--- config.mk ---
export PLATFORM = sky130hd
export DESIGN_NAME = sample_trimmed_mean_stddev_core_flat
export DESIGN_NICKNAME = d
export VERILOG_FILES = /design/src/rtl/stmsd_pkg.sv /design/src/rtl/stmsd_stream_if.sv /design/src/rtl/sample_trimmed_mean_stddev_core.sv /design/src/rtl/stmsd_div.sv /design/src/rtl/stmsd_sqrt.sv /design/src/rtl/stmsd_datapath.sv /design/src/rtl/stmsd_ctrl.sv /design/src/flat_wrapper.sv
export SDC_FILE = /design/constraint.sdc
export NUM_CORES = 2
export LEC_CHECK = 0
export BUFFER_PORTS_ARGS = -buffer_cell sky130_fd_sc_hd__buf_2
export CAP_MARGIN = 20
export CORE_MARGIN = 3
export CORE_UTILIZATION = 45
export DETAILED_ROUTE_END_ITERATION = 10
export GPL_TIMING_DRIVEN = 0
export SYNTH_ARGS = -nofsm -noshare
export SYNTH_HDL_FRONTEND = slang
export SYNTH_SLANG_ARGS = --single-unit
--- constraint.sdc ---
create_clock -name clk -period 9 [get_ports clk]
set_input_delay 0.45 -clock clk [delete_from_list [all_inputs] [get_ports clk]]
set_output_delay 0.45 -clock clk [all_outputs]
set_load 0.05 [all_outputs]
--- src/rtl/stmsd_pkg.sv ---
package stmsd_pkg;

	localparam int SAMPLE_W            = 16;
	localparam int FRAC_W              = 8;
	localparam int VAR_SHIFT           = 2 * FRAC_W;
	localparam int MEAN_W              = 24;
	localparam int SD_W                = 24;
	localparam int CNT_OUT_W           = 5;
	localparam int TRIM_MIN_COUNT      = 3;
	localparam int DEFAULT_MAX_SAMPLES = 16;

	typedef struct packed {
		logic signed [SAMPLE_W-1:0] sample;
		logic                       is_last;
	} in_item_t;

	typedef struct packed {
		logic signed [MEAN_W-1:0] trimmed_mean;
		logic                     trimmed_valid;
		logic [SD_W-1:0]          std_dev;
		logic [CNT_OUT_W-1:0]     sample_count;
		logic                     overflowed;
	} out_item_t;

	typedef enum logic [3:0] {
		ST_ACC,
		ST_MEAN_GO,
		ST_MEAN_WAIT,
		ST_MUL,
		ST_DEV,
		ST_VAR_GO,
		ST_VAR_WAIT,
		ST_SQRT_WAIT,
		ST_TRIM_GO,
		ST_TRIM_WAIT,
		ST_PUB
	} state_t;

	typedef enum logic [1:0] {
		DIV_MEAN,
		DIV_VAR,
		DIV_TRIM
	} div_sel_t;

	typedef struct packed {
		logic     accum;
		logic     div_start;
		div_sel_t div_sel;
		logic     cap_mean;
		logic     cap_prod;
		logic     cap_dev;
		logic     sqrt_start;
		logic     cap_sd;
		logic     cap_trim;
		logic     publish;
	} cmd_t;

	typedef struct packed {
		logic div_done;
		logic sqrt_done;
		logic trim_ok;
	} status_t;

endpackage

--- src/rtl/stmsd_stream_if.sv ---
interface stmsd_stream_if #(
	parameter type payload_t = logic
);
	logic     valid;
	logic     ready;
	payload_t payload;

	modport source (output valid, output payload, input ready);
	modport sink   (input valid, input payload, output ready);
endinterface

--- src/rtl/sample_trimmed_mean_stddev_core.sv ---
// Trimmed mean and population standard deviation of a set of signed 16-bit
// samples. Samples stream in at one request per clock while the block is
// accumulating; only count, sum, sum of squares, minimum and maximum are kept,
// so no sample memory exists. The request marked is_last closes the set and
// yields one result: the olympic mean (sum less min and max over count-2) and
// the standard deviation about the truncated integer mean, both Q.8 and
// truncated. Fewer than three samples give trimmed_valid = 0 with a zero mean;
// samples past MAX_SAMPLES are dropped and reported in overflowed. Closing a
// set runs three passes through the shared one-bit-per-cycle divider (integer
// mean, variance, trimmed mean), one pass through the two-bits-per-cycle
// square root, and the product, deviation and publish steps. A set of fewer
// than three samples skips the trimmed-mean pass. The sample port is held off
// during that time, and longer if the previous result has not been taken; a
// finished result sits in the output register and the next set may begin
// accumulating before it is taken.
module sample_trimmed_mean_stddev_core #(
	parameter int MAX_SAMPLES = stmsd_pkg::DEFAULT_MAX_SAMPLES
) (
	input  logic            clk,
	input  logic            arst_n,
	stmsd_stream_if.sink    samples,
	stmsd_stream_if.source  results
);
	stmsd_pkg::cmd_t      cmd;
	stmsd_pkg::status_t   status;
	stmsd_pkg::in_item_t  item;
	stmsd_pkg::out_item_t result;

	assign item = samples.payload;

	// sequencer owns both handshakes
	stmsd_ctrl u_ctrl (
		.clk       (clk),
		.arst_n    (arst_n),
		.in_valid  (samples.valid),
		.in_last   (item.is_last),
		.in_ready  (samples.ready),
		.out_valid (results.valid),
		.out_ready (results.ready),
		.cmd       (cmd),
		.status    (status)
	);

	// accumulators, shared divider, root unit, output register
	stmsd_datapath #(
		.MAX_SAMPLES (MAX_SAMPLES)
	) u_dp (
		.clk    (clk),
		.arst_n (arst_n),
		.cmd    (cmd),
		.status (status),
		.item   (item),
		.result (result)
	);

	assign results.payload = result;
endmodule

--- src/rtl/stmsd_div.sv ---
// Restoring unsigned divider, one quotient bit per cycle.
module stmsd_div #(
	parameter int DW = 51,
	parameter int VW = 5
) (
	input  logic          clk,
	input  logic          arst_n,
	input  logic          start,
	input  logic [DW-1:0] dividend,
	input  logic [VW-1:0] divisor,
	output logic          done,
	output logic [DW-1:0] quotient,
	output logic [VW-1:0] remainder
);
	localparam int CNTW = $clog2(DW);

	logic            busy_q;
	logic            done_q;
	logic [CNTW-1:0] cnt_q;
	logic [DW-1:0]   dq_q;
	logic [VW-1:0]   rem_q;
	logic [VW-1:0]   dvs_q;

	logic [VW:0] trial;
	logic [VW:0] diff;
	logic        ge;

	assign trial = {rem_q, dq_q[DW-1]};
	assign ge    = trial >= {1'b0, dvs_q};
	assign diff  = trial - {1'b0, dvs_q};

	always_ff @(posedge clk or negedge arst_n) begin
		if (!arst_n) begin
			busy_q <= 1'b0;
			done_q <= 1'b0;
			cnt_q  <= '0;
		end else begin
			done_q <= 1'b0;
			if (start) begin
				busy_q <= 1'b1;
				cnt_q  <= '0;
			end else if (busy_q) begin
				cnt_q <= cnt_q + 1'b1;
				if (cnt_q == CNTW'(DW - 1)) begin
					busy_q <= 1'b0;
					done_q <= 1'b1;
				end
			end
		end
	end

	always_ff @(posedge clk) begin
		if (start) begin
			dq_q  <= dividend;
			rem_q <= '0;
			dvs_q <= divisor;
		end else if (busy_q) begin
			rem_q <= ge ? diff[VW-1:0] : trial[VW-1:0];
			dq_q  <= {dq_q[DW-2:0], ge};
		end
	end

	assign done      = done_q;
	assign quotient  = dq_q;
	assign remainder = rem_q;
endmodule

--- src/rtl/stmsd_sqrt.sv ---
// Integer square root (floor), two radicand bits per cycle.
module stmsd_sqrt #(
	parameter int VW = 51
) (
	input  logic                  clk,
	input  logic                  arst_n,
	input  logic                  start,
	input  logic [VW-1:0]         operand,
	output logic                  done,
	output logic [(VW+1)/2-1:0]   root
);
	localparam int RW = (VW + 1) / 2;
	localparam int EW = 2 * RW;

	logic          busy_q;
	logic          done_q;
	logic [EW-1:0] v_q;
	logic [EW-1:0] root_q;
	logic [EW-1:0] bit_q;

	logic [EW-1:0] trial;
	logic          ge;

	assign trial = root_q + bit_q;
	assign ge    = v_q >= trial;

	always_ff @(posedge clk or negedge arst_n) begin
		if (!arst_n) begin
			busy_q <= 1'b0;
			done_q <= 1'b0;
		end else begin
			done_q <= 1'b0;
			if (start) begin
				busy_q <= 1'b1;
			end else if (busy_q && bit_q[0]) begin
				busy_q <= 1'b0;
				done_q <= 1'b1;
			end
		end
	end

	always_ff @(posedge clk) begin
		if (start) begin
			v_q    <= EW'(operand);
			root_q <= '0;
			bit_q  <= {2'b01, {(EW-2){1'b0}}};
		end else if (busy_q) begin
			if (ge) begin
				v_q    <= v_q - trial;
				root_q <= (root_q >> 1) + bit_q;
			end else begin
				root_q <= root_q >> 1;
			end
			bit_q <= bit_q >> 2;
		end
	end

	assign done = done_q;
	assign root = root_q[RW-1:0];
endmodule

--- src/rtl/stmsd_datapath.sv ---
// Accumulators, result arithmetic and output register.
module stmsd_datapath #(
	parameter int MAX_SAMPLES = stmsd_pkg::DEFAULT_MAX_SAMPLES
) (
	input  logic                clk,
	input  logic                arst_n,
	input  stmsd_pkg::cmd_t     cmd,
	output stmsd_pkg::status_t  status,
	input  stmsd_pkg::in_item_t item,
	output stmsd_pkg::out_item_t result
);
	localparam int XW   = stmsd_pkg::SAMPLE_W;
	localparam int CW   = $clog2(MAX_SAMPLES + 1);
	localparam int SW   = XW + $clog2(MAX_SAMPLES);
	localparam int SQW  = 2 * XW - 1 + $clog2(MAX_SAMPLES);
	localparam int MW   = XW + 1;
	localparam int PW   = MW + SW + 1;
	localparam int DEVW = ((SQW + 1 > PW) ? SQW + 1 : PW) + 1;
	localparam int DVW  = SQW + stmsd_pkg::VAR_SHIFT;
	localparam int RW   = (DVW + 1) / 2;
	localparam int TW   = SW + 2;
	localparam int FW   = stmsd_pkg::FRAC_W;
	localparam int OW   = stmsd_pkg::MEAN_W;
	localparam int DW   = stmsd_pkg::SD_W;
	localparam int NW   = stmsd_pkg::CNT_OUT_W;

	// set accumulators
	logic [CW-1:0]          count_q;
	logic signed [SW-1:0]   sum_q;
	logic [SQW-1:0]         sq_q;
	logic signed [XW-1:0]   min_q;
	logic signed [XW-1:0]   max_q;
	logic                   dropped_q;

	// intermediate results
	logic signed [MW-1:0]   mean_q;
	logic signed [SW:0]     sr_q;
	logic signed [PW-1:0]   prod_q;
	logic [SQW-1:0]         dev_q;
	logic [OW-1:0]          trim_q;
	logic [DW-1:0]          sd_q;
	stmsd_pkg::out_item_t   out_q;

	logic signed [XW-1:0]   x;
	logic signed [2*XW-1:0] x_sq;
	logic                   full;
	logic                   trim_ok;

	logic [SW-1:0]          sum_mag;
	logic signed [TW-1:0]   t_w;
	logic [TW-1:0]          t_mag;
	logic signed [DEVW-1:0] dev_w;

	logic [DVW-1:0]         div_dividend;
	logic [CW-1:0]          div_divisor;
	logic                   div_done;
	logic [DVW-1:0]         div_quot;
	logic [CW-1:0]          div_rem;

	logic                   sqrt_done;
	logic [RW-1:0]          sqrt_root;

	logic signed [MW-1:0]   m_mag;
	logic signed [CW:0]     r_mag;
	logic signed [CW:0]     r_val;
	logic [OW-1:0]          q_trim;
	logic [CW+NW-1:0]       cnt_ext;

	assign x       = item.sample;
	assign x_sq    = x * x;
	assign full    = count_q == CW'(MAX_SAMPLES);
	assign trim_ok = count_q >= CW'(stmsd_pkg::TRIM_MIN_COUNT);

	assign sum_mag = sum_q[SW-1] ? (~sum_q + 1'b1) : sum_q;
	assign t_w     = {{2{sum_q[SW-1]}}, sum_q}
	               - {{(TW-XW){min_q[XW-1]}}, min_q}
	               - {{(TW-XW){max_q[XW-1]}}, max_q};
	assign t_mag   = t_w[TW-1] ? (~t_w + 1'b1) : t_w;
	// D = sum(x^2) - m*(S + r), r the remainder of S/n
	assign dev_w   = $signed({{(DEVW-SQW){1'b0}}, sq_q})
	               - {{(DEVW-PW){prod_q[PW-1]}}, prod_q};

	assign m_mag   = $signed(div_quot[MW-1:0]);
	assign r_mag   = $signed({1'b0, div_rem});
	assign r_val   = sum_q[SW-1] ? -r_mag : r_mag;
	assign q_trim  = div_quot[OW-1:0];
	assign cnt_ext = {{NW{1'b0}}, count_q};

	always_comb begin
		case (cmd.div_sel)
			stmsd_pkg::DIV_MEAN: begin
				div_dividend = {{(DVW-SW){1'b0}}, sum_mag};
				div_divisor  = count_q;
			end
			stmsd_pkg::DIV_VAR: begin
				div_dividend = {dev_q, {stmsd_pkg::VAR_SHIFT{1'b0}}};
				div_divisor  = count_q;
			end
			stmsd_pkg::DIV_TRIM: begin
				div_dividend = {{(DVW-TW-FW){1'b0}}, t_mag, {FW{1'b0}}};
				div_divisor  = count_q - CW'(2);
			end
			default: begin
				div_dividend = '0;
				div_divisor  = count_q;
			end
		endcase
	end

	stmsd_div #(
		.DW (DVW),
		.VW (CW)
	) u_div (
		.clk       (clk),
		.arst_n    (arst_n),
		.start     (cmd.div_start),
		.dividend  (div_dividend),
		.divisor   (div_divisor),
		.done      (div_done),
		.quotient  (div_quot),
		.remainder (div_rem)
	);

	stmsd_sqrt #(
		.VW (DVW)
	) u_sqrt (
		.clk     (clk),
		.arst_n  (arst_n),
		.start   (cmd.sqrt_start),
		.operand (div_quot),
		.done    (sqrt_done),
		.root    (sqrt_root)
	);

	always_ff @(posedge clk or negedge arst_n) begin
		if (!arst_n) begin
			count_q   <= '0;
			sum_q     <= '0;
			sq_q      <= '0;
			dropped_q <= 1'b0;
		end else if (cmd.publish) begin
			count_q   <= '0;
			sum_q     <= '0;
			sq_q      <= '0;
			dropped_q <= 1'b0;
		end else if (cmd.accum) begin
			if (full) begin
				dropped_q <= 1'b1;
			end else begin
				count_q <= count_q + 1'b1;
				sum_q   <= sum_q + {{(SW-XW){x[XW-1]}}, x};
				sq_q    <= sq_q + {{(SQW-2*XW){1'b0}}, $unsigned(x_sq)};
			end
		end
	end

	// min/max loaded by the first sample of a set
	always_ff @(posedge clk) begin
		if (cmd.accum && !full) begin
			if (count_q == '0 || x < min_q) begin
				min_q <= x;
			end
			if (count_q == '0 || x > max_q) begin
				max_q <= x;
			end
		end
	end

	always_ff @(posedge clk) begin
		if (cmd.cap_mean) begin
			mean_q <= sum_q[SW-1] ? -m_mag : m_mag;
			sr_q   <= {sum_q[SW-1], sum_q} + {{(SW-CW){r_val[CW]}}, r_val};
		end
		if (cmd.cap_prod) begin
			prod_q <= mean_q * sr_q;
		end
		if (cmd.cap_dev) begin
			dev_q <= dev_w[DEVW-1] ? '0 : dev_w[SQW-1:0];
		end
		if (cmd.cap_sd) begin
			sd_q <= (|sqrt_root[RW-1:DW]) ? '1 : sqrt_root[DW-1:0];
		end
		if (cmd.cap_trim) begin
			trim_q <= t_w[TW-1] ? (~q_trim + 1'b1) : q_trim;
		end
		if (cmd.publish) begin
			out_q.trimmed_mean  <= trim_ok ? trim_q : '0;
			out_q.trimmed_valid <= trim_ok;
			out_q.std_dev       <= sd_q;
			out_q.sample_count  <= cnt_ext[NW-1:0];
			out_q.overflowed    <= dropped_q;
		end
	end

	assign status.div_done  = div_done;
	assign status.sqrt_done = sqrt_done;
	assign status.trim_ok   = trim_ok;
	assign result           = out_q;
endmodule

--- src/rtl/stmsd_ctrl.sv ---
// Sequencer: accumulate, then mean, deviation, variance, root, trimmed mean (if at least three samples), publish.
module stmsd_ctrl (
	input  logic               clk,
	input  logic               arst_n,
	input  logic               in_valid,
	input  logic               in_last,
	output logic               in_ready,
	output logic               out_valid,
	input  logic               out_ready,
	output stmsd_pkg::cmd_t    cmd,
	input  stmsd_pkg::status_t status
);
	stmsd_pkg::state_t state_q;
	stmsd_pkg::state_t state_d;
	logic              out_valid_q;
	logic              publish;

	assign publish = (state_q == stmsd_pkg::ST_PUB) && (!out_valid_q || out_ready);

	always_comb begin
		state_d = state_q;
		case (state_q)
			stmsd_pkg::ST_ACC: begin
				if (in_valid && in_last) begin
					state_d = stmsd_pkg::ST_MEAN_GO;
				end
			end
			stmsd_pkg::ST_MEAN_GO:   state_d = stmsd_pkg::ST_MEAN_WAIT;
			stmsd_pkg::ST_MEAN_WAIT: begin
				if (status.div_done) begin
					state_d = stmsd_pkg::ST_MUL;
				end
			end
			stmsd_pkg::ST_MUL:    state_d = stmsd_pkg::ST_DEV;
			stmsd_pkg::ST_DEV:    state_d = stmsd_pkg::ST_VAR_GO;
			stmsd_pkg::ST_VAR_GO: state_d = stmsd_pkg::ST_VAR_WAIT;
			stmsd_pkg::ST_VAR_WAIT: begin
				if (status.div_done) begin
					state_d = stmsd_pkg::ST_SQRT_WAIT;
				end
			end
			stmsd_pkg::ST_SQRT_WAIT: begin
				if (status.sqrt_done) begin
					state_d = status.trim_ok ? stmsd_pkg::ST_TRIM_GO : stmsd_pkg::ST_PUB;
				end
			end
			stmsd_pkg::ST_TRIM_GO: state_d = stmsd_pkg::ST_TRIM_WAIT;
			stmsd_pkg::ST_TRIM_WAIT: begin
				if (status.div_done) begin
					state_d = stmsd_pkg::ST_PUB;
				end
			end
			stmsd_pkg::ST_PUB: begin
				if (publish) begin
					state_d = stmsd_pkg::ST_ACC;
				end
			end
			default: state_d = stmsd_pkg::ST_ACC;
		endcase
	end

	always_comb begin
		cmd      = '0;
		cmd.div_sel = stmsd_pkg::DIV_MEAN;
		in_ready = 1'b0;
		case (state_q)
			stmsd_pkg::ST_ACC: begin
				in_ready  = 1'b1;
				cmd.accum = in_valid;
			end
			stmsd_pkg::ST_MEAN_GO: begin
				cmd.div_start = 1'b1;
				cmd.div_sel   = stmsd_pkg::DIV_MEAN;
			end
			stmsd_pkg::ST_MEAN_WAIT: cmd.cap_mean = status.div_done;
			stmsd_pkg::ST_MUL:       cmd.cap_prod = 1'b1;
			stmsd_pkg::ST_DEV:       cmd.cap_dev  = 1'b1;
			stmsd_pkg::ST_VAR_GO: begin
				cmd.div_start = 1'b1;
				cmd.div_sel   = stmsd_pkg::DIV_VAR;
			end
			stmsd_pkg::ST_VAR_WAIT:  cmd.sqrt_start = status.div_done;
			stmsd_pkg::ST_SQRT_WAIT: cmd.cap_sd     = status.sqrt_done;
			stmsd_pkg::ST_TRIM_GO: begin
				cmd.div_start = 1'b1;
				cmd.div_sel   = stmsd_pkg::DIV_TRIM;
			end
			stmsd_pkg::ST_TRIM_WAIT: cmd.cap_trim = status.div_done;
			stmsd_pkg::ST_PUB:       cmd.publish  = publish;
			default: ;
		endcase
	end

	always_ff @(posedge clk or negedge arst_n) begin
		if (!arst_n) begin
			state_q     <= stmsd_pkg::ST_ACC;
			out_valid_q <= 1'b0;
		end else begin
			state_q <= state_d;
			if (publish) begin
				out_valid_q <= 1'b1;
			end else if (out_ready) begin
				out_valid_q <= 1'b0;
			end
		end
	end

	assign out_valid = out_valid_q;
endmodule

--- src/flat_wrapper.sv ---
// flat-port wrapper written by rule: the top's interface ports become plain ports
module sample_trimmed_mean_stddev_core_flat import stmsd_pkg::*;
#(
	parameter int MAX_SAMPLES = stmsd_pkg::DEFAULT_MAX_SAMPLES
)
  (clk, arst_n, samples_valid, samples_payload, samples_ready, results_valid, results_payload, results_ready);
  stmsd_stream_if #(.payload_t(in_item_t)) samples_i ();
  stmsd_stream_if #(.payload_t(out_item_t)) results_i ();
  input  logic clk;
  input  logic arst_n;
  input wire logic [$bits(samples_i.valid)-1:0] samples_valid;
  input wire logic [$bits(samples_i.payload)-1:0] samples_payload;
  output wire logic [$bits(samples_i.ready)-1:0] samples_ready;
  output wire logic [$bits(results_i.valid)-1:0] results_valid;
  output wire logic [$bits(results_i.payload)-1:0] results_payload;
  input wire logic [$bits(results_i.ready)-1:0] results_ready;
  assign samples_i.valid = samples_valid;
  assign samples_i.payload = samples_payload;
  assign samples_ready = samples_i.ready;
  assign results_valid = results_i.valid;
  assign results_payload = results_i.payload;
  assign results_i.ready = results_ready;
  sample_trimmed_mean_stddev_core #(.MAX_SAMPLES(MAX_SAMPLES)) u_core (.clk(clk), .arst_n(arst_n), .samples(samples_i), .results(results_i));
endmodule
# Word-level counts from Yosys, hierarchy flattened
# Index checks and enable logic that the tools add are counted.
totals:
  reg_bits: 513
  latchBits: 0
  mem_bits_rw: 0
  mem_bits_ro: 0
  out_inout_bits: 57
  wordCells: 165
  n_memories: 0
classes:
  n_addsub: 18
  n_mul: 2
  div: 0
  magnitude_cmp: 5
  n_eq_ne: 21
  n_shift: 0
  n_mux: 58
  n_bitwise: 3
  n_reduce_logical: 27
ops:
  columns: ["cell", "count"]
  rows:
  - ["51-bit two-way mux", 5]
  - ["51-bit case mux with 3 select lines", 1]
  - ["35-bit two-way mux", 3]
  - ["20-bit two-way mux", 4]
  - ["51-bit by 51-bit adder with 52-bit output", 1]
  - ["52-bit by 51-bit adder with 52-bit output", 1]
  - ["52-bit >= comparator", 1]
  - ["52-bit two-way mux", 1]
  - ["52-bit subtractor", 1]
  - ["4-bit case mux with 11 select lines", 1]
  - ["36-bit by 38-bit subtractor with 39-bit output", 1]
  - ["17-bit by 21-bit multiplier with 38-bit output", 1]
  - ["35-bit by 32-bit adder with 35-bit output", 1]
  - ["16-bit by 16-bit multiplier with 32-bit output", 1]
  - ["5-bit two-way mux", 5]
  - ["24-bit by 1-bit adder with 24-bit output (second input constant)", 1]
  - ["1-bit two-way mux", 24]
  - ["24-bit two-way mux", 1]
  - ["4-bit two-way mux", 6]
  - ["24-bit inverter", 1]
  - ["22-bit by 1-bit adder with 22-bit output (second input constant)", 1]
  - ["22-bit two-way mux", 1]
  - ["22-bit inverter", 1]
  - ["21-bit by 16-bit subtractor with 22-bit output", 1]
  - ["other kinds (39)", 69]

# Logic depth before layout (Yosys ltp)
logic_depth:
  word_depth: 7
  ltp_mapped: 34
  depth_no_buf: 33

# Hierarchy
# A second synthesis with hierarchy kept.
unflattened:
  hier_cells: 6072
  hier_area_um2: 56887.1
by_module_without_submodules:
  columns: ["module", "instances", "cells_each", "area_per_inst_um2", "seq_area_each_um2"]
  rows:
  - ["stmsd_datapath", 1, 4359, 41641.2, 8913.5]
  - ["stmsd_sqrt", 1, 1447, 11692.5, 3163.0]
  - ["stmsd_div", 1, 205, 3091.7, 1981.9]
  - ["stmsd_ctrl", 1, 61, 461.7, 125.1]

# Worst setup path after synthesis
# Ideal clock, no wire load.
synth_path:
  path_type: "input port to flip-flop"
  from: "input samples_payload[16]"
  to: "register u_core.u_dp.sq_q[27]"
  setup_time_ns: 0.069
  t_arrival_ns: 7.815
  required_ns: 8.931
  setup_slack_ns: 1.116
  path_stages: 31
  path_buffers: 2
  path_cell_list: "clkbuf_1 > buf_1 > nand2_1 > fa_1 > inv_1 > fa_1 > fa_1 > fa_1 > fa_1 > inv_1 > fa_1 > inv_1 > ha_1 > a21oi_1 > nor2_1 > nor2_1 > o31ai_1 > and2_1 > o21a_1 > o21ai_0 > nand2b_1 > a21oi_1 > xnor2_1 > ha_1 > nand2_1 > nor4b_1 > nor2_1 > o21ai_0 > a21oi_1 > or4b_2 > nand3_1"
synth_between:
  elab_chain_cells: 5
synth_lines:
  columns: ["item", "line", "rtl"]
  rows:
  - ["start: declaration", "flat_wrapper.sv:12", "input wire logic [$bits(samples_i.payload)-1:0] samples_payload;"]
  - ["16-bit by 16-bit multiplier with 32-bit output", "stmsd_datapath.sv:70", "assign x_sq = x * x;"]
  - ["35-bit by 32-bit adder with 35-bit output", "stmsd_datapath.sv:152", "sq_q <= sq_q + {{(SQW-2*XW){1'b0}}, $unsigned(x_sq)};"]
  - ["35-bit two-way mux", "stmsd_datapath.sv:147", "if (full) begin"]
  - ["35-bit two-way mux", "stmsd_datapath.sv:146", "end else if (cmd.accum) begin"]
  - ["35-bit two-way mux", "stmsd_datapath.sv:141", "end else if (cmd.publish) begin"]
  - ["end signal: assignment", "stmsd_datapath.sv:152", null]
  - ["end: declaration", "stmsd_datapath.sv:30", "logic [SQW-1:0] sq_q;"]
# No other way between the ends. The select of a mux whose other input is x is not followed.
# A chain may end at the register's enable or synchronous reset.

# Worst setup path in the final report
layout_path:
  from: "input samples_payload[7]"
  to: "register u_core.u_dp.sq_q[27]"
# The elaborated chain is that of the path after synthesis.

==> results.py <==
metrics = {
    "run_status": {
        "status": "completed",
    },
    "grt": {
        "grt_max_degree": 62,
        "grt_antenna_before_repair": 5,
        "track_usage": 0.257,
        "grt_overflow_total": 0,
        "grt_pass1_vias": 43000,
        "grt_pass1_wl_um": 255000,
    },
    "layout": {
        "drive_gt1_frac": 0.0435,
        "area_delta_synth_final_pct": 8.58,
        "fillers": 11700,
        "nNetsFinal": 7229,
        "diodes": 0,
        "instances_no_fill": 7803,
        "finish.utilization": 0.495,
    },
    "placed_design": {
        "dp_hpwl_um": 135000,
        "dp.cells": 7692,
        "gp_congestion": 0.947,
        "io_buffers": 77,
    },
    "sta": {
        "drv_slew": 0,
        "fin_crit_sh": 0.950,
        "hold_viol": 0,
        "final-setup-viol-count": 0,
        "max_freq_mhz": 117,
        "period_minus_slack_ns": 8.55,
        "rsz0062_at_grt": "no",
        "relSlewSlack": 0.242,
        "tightest_slew_ns": 1.14,
        "finClkSkew_ns": 0.0451,
        "setup_tns_ns": 0,
    },
    "worst_setup_path": {
        "cp.depth": 31,
        "timing.rr.start": "u_core.u_dp.u_sqrt.root_q[2]",
        "r2r_end": "u_core.u_dp.u_sqrt.root_q[50]",
        "crit_buf_inv": 5,
        "critPathKind": "input port to flop",
        "arrival_ns": 9.11,
        "crit_slowest_cell": "or4b_2",
        "cp_max_fo": 14,
        "ff2ff_path_depth": 22,
        "critPathMaxStageDelay_ns": 0.64,
        "crit_top_cell": "fa_1",
        "start_kind": "input port",
        "crit_family": "adder cells",
        "r2r_slack_ns": 0.72,
        "required_ns": 9.56,
        "critPathCaptureType": "flop",
    },
    "min_path": {
        "min_from": "samples_payload[8]",
        "hold_path_end": "u_core.u_dp.max_q[7]",
        "hold_path.class": "input port to flop",
        "hold_depth": 1,
    },
    "synthesis": {
        "seq_area_frac_synth": 0.254,
        "synth-seq-cells": 513,
        "synth_xor_area_frac": 0.0628,
        "ys_warn_count": 0,
        "synth.distinct_cells": 84,
        "synthMuxAreaShare": 0.00871,
        "ys_top_cells_by_count": "inv_1 (847), fa_1 (615), nand2_1 (551)",
        "yosys.area.top_type": "fa_1",
        "synth_compound_area_frac": 0.135,
        "yosys.area_share.adder": 0.324,
        "synthTopCellsByArea": "fa_1 (22%), edfxtp_1 (19%), ha_1 (10%), inv_1 (5.7%), xnor2_1 (3.9%)",
        "avgSynthCellArea_um2": 9.36,
        "synth_ff_type": "edfxtp_1",
        "synth_edf_count": 353,
        "synth_top_family_by_area": "adder cells",
        "synth_top_cell_area_share": 0.220,
        "async_flop_share": 0.148,
        "synth.cell_area_um2": 55900,
        "syn-num-nets": 7073,
        "yosys.area_share.simple": 0.143,
        "postSynthCellCount": 5973,
        "synth.most_common_cell": "inv_1",
    },
    "die": {
        "row_count": 128,
        "ios": 78,
        "initial_core_util": 0.456,
        "die_h_um": 358,
        "die_area_um2": 128000,
        "die_w_um": 358,
        "core_area_um2": 123000,
    },
    "clock_network": {
        "clkSlewWorstSetupHoldPaths_ns": 0.06,
        "worstSkewPairLatency_ns": 0.65,
        "clock-sinks": 513,
        "cts_tree": "built",
        "root_buffer": "clkbuf_16",
        "h-tree-depth": 2,
        "clk_path_buf_depth": 3,
        "cts_made_buffers": 58,
    },
    "power_and_ir_drop": {
        "total_power_uw": 24900,
        "p_leak_uw": 0.0267,
        "ir_drop_mv": 0.817,
        "p_per_area_nw_per_um2": 411,
    },
    "routing": {
        "vias": 43600,
        "wl_per_cell_um": 21.2,
        "dr.pass1.iters": 5,
        "drt_iter0_drc": 3684,
        "vias_per_cell": 5.59,
        "drtAntennaViolNets": 0,
        "drc": 0,
        "wl_um": 165000,
    },
    "job": {
        "cap_viol_max_count": 0,
    },
}
-- worst max-delay path by stage --
stage | start | end | slack (ns)
floorplan | samples_payload[16] | u_core.u_dp.sq_q[27] | 1.12
global placement | samples_payload[16] | u_core.u_dp.sq_q[34] | -1.14
detailed placement | samples_payload[16] | u_core.u_dp.sq_q[34] | -0.76
CTS | samples_payload[3] | u_core.u_dp.sq_q[27] | 0.11
global route | samples_payload[5] | u_core.u_dp.sq_q[27] | 0.0008
finish | samples_payload[7] | u_core.u_dp.sq_q[27] | 0.45
-- layout make-up --
| type | count | area [µm²] | area share |
|---|---|---|---|
| clock buffers | 74 | 1620 | 0.0266 |
| clock inverters | 35 | 424 | 0.00699 |
| inverters | 851 | 3200 | 0.0527 |
| repair buffers | 99 | 681 | 0.0112 |
| multi-input cells | 4386 | 37700 | 0.621 |
| plain buffers | 220 | 848 | 0.0140 |
| well taps | 1625 | 2030 | 0.0335 |
| flip-flops and latches | 513 | 14200 | 0.234 |
-- where the power goes --
group          internal [µW]  switching [µW]
sequential              3140             646
clock                   1500            1040
combinational           7710           10900
total                  12400           12600
-- routing by layer --
| layer | GRT usage | vias up | routed length [µm] |
|---|---|---|---|
| met5 | 0 | - | 13 |
| met4 | 0.0706 | 2 | 4730 |
| met3 | 0.0308 | 228 | 10500 |
| met2 | 0.419 | 1366 | 76000 |
| met1 | 0.363 | 21600 | 74200 |
| li1 | - | 20400 | - |
-- layout by cell type, fill, tap and decap left out, types with 43 or more instances in the layout --
cell	count
a21oi_1	333
nor2_1	378
nand4_1	44
a31oi_1	81
xnor2_1	246
ha_1	464
clkbuf_1	199
nor2b_1	44
fa_1	614
buf_2	87
o21ai_0	265
dfrtp_1	76
inv_1	847
edfxtp_1	353
dfxtp_1	84
nand2_1	550
a21o_1	129
o21a_1	50
nand2b_1	65
nand3_1	133
nor3_1	58
or3_1	51
mux2i_1	43
and2_1	224
clkbuf_16	61
xor2_1	155
-- cell families (layout without fill, tap and decap cells) --
logic type	count (synthesis)	in the layout
flip-flops	513	513
adder cells (fa/ha/maj)	1079	1079
multiplexers	48	48
AND/OR/NAND/NOR	1669	1669
XOR/XNOR	401	401
AO/OA/AOI/OAI	1189	1189
buffers and inverters	1074	1279
-- sequential cells by signal, summed over array words and instances, names as in the netlist, 26 cells and up --
name	count
u_core.u_dp.result	55
u_core.u_dp.dev_q	35
u_core.u_dp.sq_q	35
u_core.u_dp.prod_q	38
u_core.u_dp.u_sqrt.v_q	52
u_core.u_dp.u_sqrt.root_q	52
u_core.u_dp.u_div.quotient	51
u_core.u_dp.u_sqrt.bit_q	26
-- metrics by stage --
| step | hold slack, ns | area [µm²] | setup slack [ns] |
|---|---|---|---|
| global placement | 0.402 | 58300 | -1.14 |
| floorplan | 0.154 | 55900 | 1.12 |
| CTS | 0.135 | 60600 | 0.109 |
| detailed placement | 0.338 | 58600 | -0.755 |
| global route | 0.171 | 60700 | 0.000777 |
| finish | 0.183 | 60700 | 0.451 |
-- what timing repair did --
item,in CTS,in global routing
hold buffers,1,0
setup endpoints to repair,2,6
buffers inserted,0,3
gates resized for setup,1,15
hold endpoints to repair,16,0
cloned,0,0
Note: power is estimated with default switching activity, not from simulation.
